==> src/rtl/core/lcec_pkg.sv <==
// ---------------------------------------------------------------------------
// lcec_pkg: shared types and constants of the curvature edge classifier
// Point record, engine status and configuration register indexes.
// ---------------------------------------------------------------------------
package lcec_pkg;

   localparam int COORD_W   = 32;
   localparam int RING_W    = 6;
   localparam int MAG_W     = 33;
   localparam int PROD_W    = 66;
   localparam int WIDE_W    = 68;
   localparam int RANGE_W   = 33;
   localparam int ANGLE_W   = 34;
   localparam int JUMP_W    = 24;
   localparam int LIMIT_W   = 32;
   localparam int CSR_IDX_W = 3;

   localparam logic [ANGLE_W-1:0] ANGLE_MAX        = '1;
   localparam logic [LIMIT_W-1:0] FLAT_LIMIT_RESET = 32'd858993459;
   localparam logic [JUMP_W-1:0]  JUMP_RESET       = 24'd131072;

   typedef enum logic [CSR_IDX_W-1:0] {
      CSR_SENSOR_X   = 3'd0,
      CSR_SENSOR_Y   = 3'd1,
      CSR_SENSOR_Z   = 3'd2,
      CSR_FLAT_LIMIT = 3'd3,
      CSR_JUMP       = 3'd4
   } csr_idx_type;

   typedef struct packed {
      logic signed [COORD_W-1:0] x;
      logic signed [COORD_W-1:0] y;
      logic signed [COORD_W-1:0] z;
      logic [RING_W-1:0]         ring;
   } point_type;

   typedef struct packed {
      logic done;
      logic edge_next;
      logic edge_prev;
   } eng_stat_type;

endpackage

==> src/rtl/core/lcec_cell.sv <==
// ---------------------------------------------------------------------------
// lcec_cell: one window position
// Holds one point, shifts it to its neighbor on a new beat, and adds its
// weighted coordinates to the running curvature sum passed along the row.
// ---------------------------------------------------------------------------
module lcec_cell #(
   parameter int SUM_W         = 38,
   parameter bit CENTER        = 1'b0,
   parameter int CENTER_WEIGHT = 10
) (
   input  logic                        clock,
   input  logic                        shift_en,
   input  lcec_pkg::point_type         d_in,
   output lcec_pkg::point_type         q_out,
   input  logic signed [SUM_W-1:0]     sx_in,
   input  logic signed [SUM_W-1:0]     sy_in,
   input  logic signed [SUM_W-1:0]     sz_in,
   output logic signed [SUM_W-1:0]     sx_out,
   output logic signed [SUM_W-1:0]     sy_out,
   output logic signed [SUM_W-1:0]     sz_out
);
   import lcec_pkg::*;

   point_type               pt_ff, pt_in;
   logic signed [SUM_W-1:0] sx_ff, sx_in_nx, sy_ff, sy_in_nx, sz_ff, sz_in_nx;

   // The center point counts with minus the neighbor count as its weight,
   // every other point with one.
   function automatic logic signed [SUM_W-1:0] weigh(input logic signed [COORD_W-1:0] v);
      logic signed [SUM_W-1:0] e;
      e = SUM_W'(v);
      if (CENTER)
         return -(e * SUM_W'(CENTER_WEIGHT));
      else
         return e;
   endfunction

   always_comb begin
      pt_in    = shift_en ? d_in : pt_ff;
      sx_in_nx = sx_in + weigh(pt_ff.x);
      sy_in_nx = sy_in + weigh(pt_ff.y);
      sz_in_nx = sz_in + weigh(pt_ff.z);
   end

   always_ff @(posedge clock) begin
      pt_ff <= pt_in;
      sx_ff <= sx_in_nx;
      sy_ff <= sy_in_nx;
      sz_ff <= sz_in_nx;
   end

   assign q_out  = pt_ff;
   assign sx_out = sx_ff;
   assign sy_out = sy_ff;
   assign sz_out = sz_ff;

endmodule

==> config.mk <==
export PLATFORM = sky130hd
export DESIGN_NAME = lcec_cell
export DESIGN_NICKNAME = d
export VERILOG_FILES = /design/src/rtl/core/lcec_pkg.sv /design/src/rtl/core/lcec_cell.sv
export SDC_FILE = /design/constraint.sdc
export NUM_CORES = 1
export LEC_CHECK = 0
export ABC_AREA = 1
export BUFFER_PORTS_ARGS = -buffer_cell sky130_fd_sc_hd__clkbuf_2
export CORE_MARGIN = 4
export CORE_UTILIZATION = 40
export CTS_BUF_LIST = sky130_fd_sc_hd__clkbuf_16
export CTS_CLUSTER_DIAMETER = 100
export DETAILED_ROUTE_END_ITERATION = 7
export PLACE_DENSITY = 0.69
export REMOVE_ABC_BUFFERS = 1
export SYNTH_ARGS = -nofsm -noshare
export SYNTH_HDL_FRONTEND = slang
export SYNTH_SLANG_ARGS = --single-unit
==> constraint.sdc <==
create_clock -name clock -period 2.8 [get_ports clock]
set_input_delay 0.84 -clock clock [delete_from_list [all_inputs] [get_ports clock]]
set_output_delay 0.84 -clock clock [all_outputs]
set_load 0.1 [all_outputs]
* Word-level counts from Yosys, hierarchy flattened
Index checks and enable logic that the tools add are counted. W data, S select, Z words.
Word-level totals: flip-flop bits (word level) 216, input port bits 218
Operators by class: add/sub/neg operators 3
Operator list (number):
- $add A38 B32 Y38 | 3

* Longest topological paths before layout
Gate-level depths: netlist (run 1).
depth after elaboration 1, mapped depth 14, depth with buffers taken out 14

* Least setup slack after synthesis (run 1)
OpenSTA, ideal clock, no wires.
path kind reg-to-reg, from register pt_ff (netlist bit q_out[70]), to register sx_ff[32] (netlist: sx_out[32]), setup slack 0.256 ns, data required time 2.688 ns, arrival 2.432 ns, buffers on the path 0, clock period less this slack 2.544 ns, cell stages (with the launch flop) 14, setup time 0.112 ns, cells stage by stage edfxtp_1 ha_1 inv_1 fa_1 inv_1 nand3_1 nand3_1 nand2_1 nand3_1 nand2_1 nand2_1 nand2_1 nand3_1 nand2_1
On the way: longest elaborated chain between the ends 1
RTL lines:
- start: declaration | line lcec_cell.sv:24 | point_type pt_ff, pt_in;
- start signal: assignment | line lcec_cell.sv:46 | pt_ff <= pt_in;
- $add A38 B32 Y38 | line lcec_cell.sv:40 | sx_in_nx = sx_in + weigh(pt_ff.x);
- named net sx_in_nx[32] | line lcec_cell.sv:25 | logic signed [SUM_W-1:0] sx_ff, sx_in_nx, sy_ff, sy_in_nx, sz_ff, sz_in_nx;
- end signal: assignment | line lcec_cell.sv:47 | sx_ff <= sx_in_nx;
- end: declaration | line lcec_cell.sv:25
The timed path passes the listed nets, and every way through them passes these cells. A chain may end at the register's enable or synchronous reset.

* Final worst setup path (run 1)
from register pt_ff (netlist bit q_out[69]), to output port q_out[69] (netlist name)
RTL lines:
- end: declaration | line lcec_cell.sv:14 | output lcec_pkg::point_type q_out,
No word-level cell between the ends.

==> summary.txt, run 1 <==
Reg-to-Reg End: sz_out[32]
Nets: 2,698
Post-synth top area share: 22.54%
Area delta synth->final: 26.83%
Most common library cells after synthesis: nand2_1, inv_1, nor2_1, dfxtp_1, ha_1
CP Cell Sequence: clkbuf_2
Hold depth: 1
DP Cell Count: 2,785
MaxCap Viol Count: 0
Rows: 67
Hold EP: q_out[92]
Die width: 192.3 µm
Worst relative slew slack: 58.60%
GPL Wtd Cong: 0.9498
FF+latch count, synth: 216
Post CTS Setup Buffer Count: 0
Final min period: 2.508 ns
H-tree depth: 1
Reg2Reg Depth: 13
WP buf/inv: 1
Worst min-delay path class: in2reg
CP max stage delay: 0.57 ns
Slew Limit Fails: 0
WHS: 0.4479 ns
CTS sink cnt: 216
Port buffer count: 433
Final std cells w/o fill: 2,839
Fin Setup TNS: 0 ns
Clock Path Buffers: 3
GRT overflow: 0
IO Pins: 434
RSZ-0062 raised after global routing: false
Top post-synthesis cells by area: edfxtp_1, nand2_1, dfxtp_1
Resized Gates After CTS: 0
Register area share after synthesis: 39.34%
Die area: 36,980 µm²
Lkg Pwr: 9.610 nW
Final Hold Fails: 0
Clock slew at reported path FFs: 0.06 ns
Arr. time, crit path: 1.67 ns
Max Fanout on Critical Path: 8
FF-to-FF setup slack: 0.70 ns
Mapped cell area: 13,590 µm²
Starting DRT DRC Count: 683
HP Start: d_in[92]
CTS buffer count: 27
Initial core utilization: 40.52%
Pwr Density: 846.1 nW/µm²
Clock skew: 0.01037 ns
Cells after synthesis: 1,902
IR drop worst, VDD: 0.5937 mV
Synthesized area per cell: 7.143 µm²
Crit. End Element: output port
DR vias/cell: 4.702
Post-DRT Antenna Nets: 0
R2r startpoint: q_out[29]
CTS tree: done
Initial antenna violation count: 4
Finished Cell Area: 17,230 µm²
Fmax: 398.7 MHz
Root Buffer: clkbuf_16
Syn. warnings: 0
Vias in the first global route: 13.39k
Core area: 33,530 µm²
Cell family with most CP delay: flip-flops
Clk_lat worst skew: 0.57 ns
Die height: 192.3 µm
Measured slew at the worst slew-check pin: 0.6210 ns
WS Path Type: reg2out
WL/cell: 15.69 µm
Setup violators final: 0
Final WL: 44.54 mm
CP startpoint kind: flip-flop
Post-synth EDFFs: 102
Largest net degree at the start of global routing: 103
CP max stage cell: edfxtp_1
Status: finished, final reports clean
Async SR Flop Fraction: 0%
Required time of the critical path: 1.96 ns
Most common cell in the synthesized netlist: nand2_1
Residual DRC: 0
# fillers: 3,411
Global-route total usage across every layer: 23.16%
Synth unique cells: 25
Proportion of layout cells with a drive suffix above 1: 21.58%
Via Count: 13.35k
DP Wirelength: 37.47 mm
Top_reg_cell synth: dfxtp_1
Area after DPL: 16,340 µm²
Initial DRT Pass Iterations: 5
Synth area leader: edfxtp_1
CTS Hold Bufs: 0
Final period util: 89.58%
Global-route wire length before repair: 68.46 mm
how the worst max path moves through the flow:
| stage | from | slack, ns | depth (start not counted) | endpoint |
|---|---|---|---|---|
| detailed placement | sx_in[0] | 0.16 | 14 | sx_out[32] |
| floorplan | q_out[70] | 0.26 | 13 | sx_out[32] |
| finish | q_out[69] | 0.29 | 1 | q_out[69] |
| CTS | q_out[69] | 0.28 | 1 | q_out[69] |
| global placement | sy_in[0] | 0.22 | 14 | sy_out[32] |
| global route | q_out[69] | 0.24 | 1 | q_out[69] |
power breakdown:
part	switching (W)	total [W]	internal (W)
clock network	0.00142	0.00346	0.00203
registers	0.000244	0.00412	0.00387
logic	0.00579	0.00700	0.00121
total	0.00746	0.0146	0.00712
routing by layer:
metal	vias up	part of all wire [%]	track usage, %
li1	6872	-	-
met1	6028	44	29.57
met2	381	48	40.33
met3	68	5.6	3.365
met4	0	2.8	7.625
met5	-	0	0
metrics by stage:
step / utilization [%] / setup WS (ns) / total power [W]
after floorplan: - / 0.2558 / 0.009743
after global placement: 48.74 / 0.2249 / 0.01116
after detailed placement: 48.74 / 0.1600 / 0.01118
after CTS: 51.36 / 0.2810 / 0.01469
after global routing: 51.39 / 0.2370 / 0.01525
final: 51.39 / 0.2918 / 0.01458
logic make-up (layout without fill, tap and decap cells):
family,after synthesis,count (layout),synth area share [%]
buffers and inverters,348,833,9.614
XOR/XNOR,63,63,4.061
AO/OA/AOI/OAI,159,159,6.105
AND/OR/NAND/NOR,1002,1002,30.21
adder cells (fa/ha/maj),114,114,10.66
flip-flops,216,216,39.34
other,0,4,0
final cells by class:
cell class | instances | area (µm²) | share of cell area (%)
inverter | 348 | 1306 | 7.581
clock inverter | 23 | 201.4 | 1.169
multi-input combinational | 1338 | 6935 | 40.25
clock buffer | 27 | 675.6 | 3.921
tap | 448 | 560.5 | 3.253
antenna | 4 | 10.01 | 0.05809
timing repair buffer | 435 | 2197 | 12.75
sequential | 216 | 5345 | 31.02
registers in the layout (all words and copies together), names as in the netlist:
register / flops
q_out: 102
sy_out: 38
sx_out: 38
sz_out: 38
cell usage in the layout (no fill, tap or decap), types with 11 or more instances in the layout:
master	count
a21oi_1	93
clkbuf_16	27
clkbuf_2	432
dfxtp_1	114
edfxtp_1	102
ha_1	111
inv_1	350
nand2_1	682
nand2_2	23
nand3_1	70
nand3_2	11
nor2_1	158
nor3_1	36
o21ai_0	48
xnor2_1	15
xor2_1	48
Power figures use the tool's default switching activity.
==> run 2, diff against run 1 <==
- RECOVER_POWER: not set -> 100
- SLEW_MARGIN: not set -> 20
==> summary.txt, run 2 (synthesis gave the netlist of run 1 again) <==
Status: complete, but fails checks
Violated checks: capacitance limit, slew limit
Final std cells w/o fill: 2,839
Instance count on the critical path: 1
Reg-to-Reg End: sz_out[33]
Final Hold Fails: 0
Resized Gates After CTS: 0
Proportion of layout cells with a drive suffix above 1: 19.61%
Lkg Pwr: 9.495 nW
CP Cell Sequence: clkbuf_1
RSZ-0062 raised after global routing: false
Clock Path Buffers: 3
IR drop worst, VDD: 0.5937 mV
Worst Setup EP: sz_out[35]
Clock skew: 0.01138 ns
DP Wirelength: 37.47 mm
Die height: 192.3 µm
Reg2Reg Depth: 10
Global-route wire length before repair: 68.46 mm
Flip-flop count of the largest register after layout: 102
Starting DRT DRC Count: 652
Grt met1 use: 29.57%
Cell family with most CP delay: buffers and inverters
Rows: 67
Initial core utilization: 40.52%
Worst min-delay path class: in2reg
Crit path from: sz_out[35]
Setup violators final: 0
DP Cell Count: 2,785
Root Buffer: clkbuf_16
Top Usage Layer GRT: met2
GRT overflow: 0
MaxCap Viol Count: 1
Nets: 2,698
Most common cell after layout, fill and taps aside: nand2_1
Arr. time, crit path: 1.75 ns
R2r startpoint: q_out[14]
Initial DRT Pass Iterations: 6
Largest net degree at the start of global routing: 103
Final min period: 2.592 ns
Post-DRT Antenna Nets: 0
CTS Hold Bufs: 0
WL/cell: 15.71 µm
CTS tree: done
Global-route total usage across every layer: 23.16%
IO Pins: 434
Clk_lat worst skew: 0.57 ns
Final period util: 92.56%
Die area: 36,980 µm²
# fillers: 3,454
Required time of the critical path: 1.96 ns
GR Layer Usage met3: 3.365%
Slew Limit Fails: 103
Vias in the first global route: 13.39k
Die width: 192.3 µm
Fmax: 385.8 MHz
CTS sink cnt: 216
DR vias/cell: 4.708
Worst relative slew slack: -4.608%
Measured slew at the worst slew-check pin: 1.569 ns
Crit. End Element: output port
FF-to-FF setup slack: 0.62 ns
Most frequent cells in the layout: nand2_1, clkbuf_2, inv_1, nor2_1, dfxtp_1
Fin Setup TNS: 0 ns
Final WL: 44.60 mm
WS Path Type: reg2out
Initial antenna violation count: 4
Max Fanout on Critical Path: 1
Residual DRC: 0
CP max stage cell: clkbuf_1
Final core occ: 50.96%
Met2 GRT Util: 40.33%
Port buffer count: 433
Core area: 33,530 µm²
H-tree depth: 1
GPL Wtd Cong: 0.9498
WP buf/inv: 1
Area delta synth->final: 25.77%
CP startpoint kind: flip-flop
Post CTS Setup Buffer Count: 0
CTS buffer count: 27
Hold depth: 1
CP max stage delay: 0.89 ns
Clock slew at reported path FFs: 0.06 ns
Pwr Density: 850.8 nW/µm²
Via Count: 13.37k
[run 2: metal layers]
layer,up-vias,part of all wire [%]
li1,6870,-
met1,6041,44
met2,388,48
met3,66,5.7
met4,0,2.8
met5,-,0
[run 2: worst min-delay path by stage]
stage                      endpoint  slack, ns  startpoint
final                     q_out[43]       0.45    d_in[43]
after global routing      q_out[83]       0.41    d_in[83]
after CTS                 q_out[43]       0.41    d_in[43]
after detailed placement  sx_out[0]       0.50   q_out[70]
after global placement    sy_out[0]       0.48   q_out[38]
after floorplan            q_out[0]       0.94     d_in[0]
[run 2: cell type report]
type | count | area [µm²] | share of cell area (%)
antenna | 4 | 10.01 | 0.05858
clock buffer | 27 | 675.6 | 3.954
clock inverter | 23 | 201.4 | 1.179
inverter | 348 | 1306 | 7.644
multi-input combinational | 1338 | 6828 | 39.96
sequential | 216 | 5345 | 31.28
tap | 448 | 560.5 | 3.280
timing repair buffer | 435 | 2161 | 12.65
[run 2: through the flow]
stage | hold slack [ns] | cell area, µm² | power [W] | setup slack (ns)
after global placement | 0.4807 | 16340 | 0.01116 | 0.2249
after global routing | 0.4135 | 17090 | 0.01521 | 0.1750
after CTS | 0.4136 | 17220 | 0.01469 | 0.2810
after detailed placement | 0.5040 | 16340 | 0.01118 | 0.1600
after floorplan | 0.9389 | 13590 | 0.009743 | 0.2558
final | 0.4466 | 17090 | 0.01454 | 0.2082
[run 2: report_power, final]
group          switching, W  total (W)  internal [W]
combinational       0.00578    0.00695       0.00118
clock               0.00143    0.00346       0.00203
sequential         0.000245    0.00412       0.00388
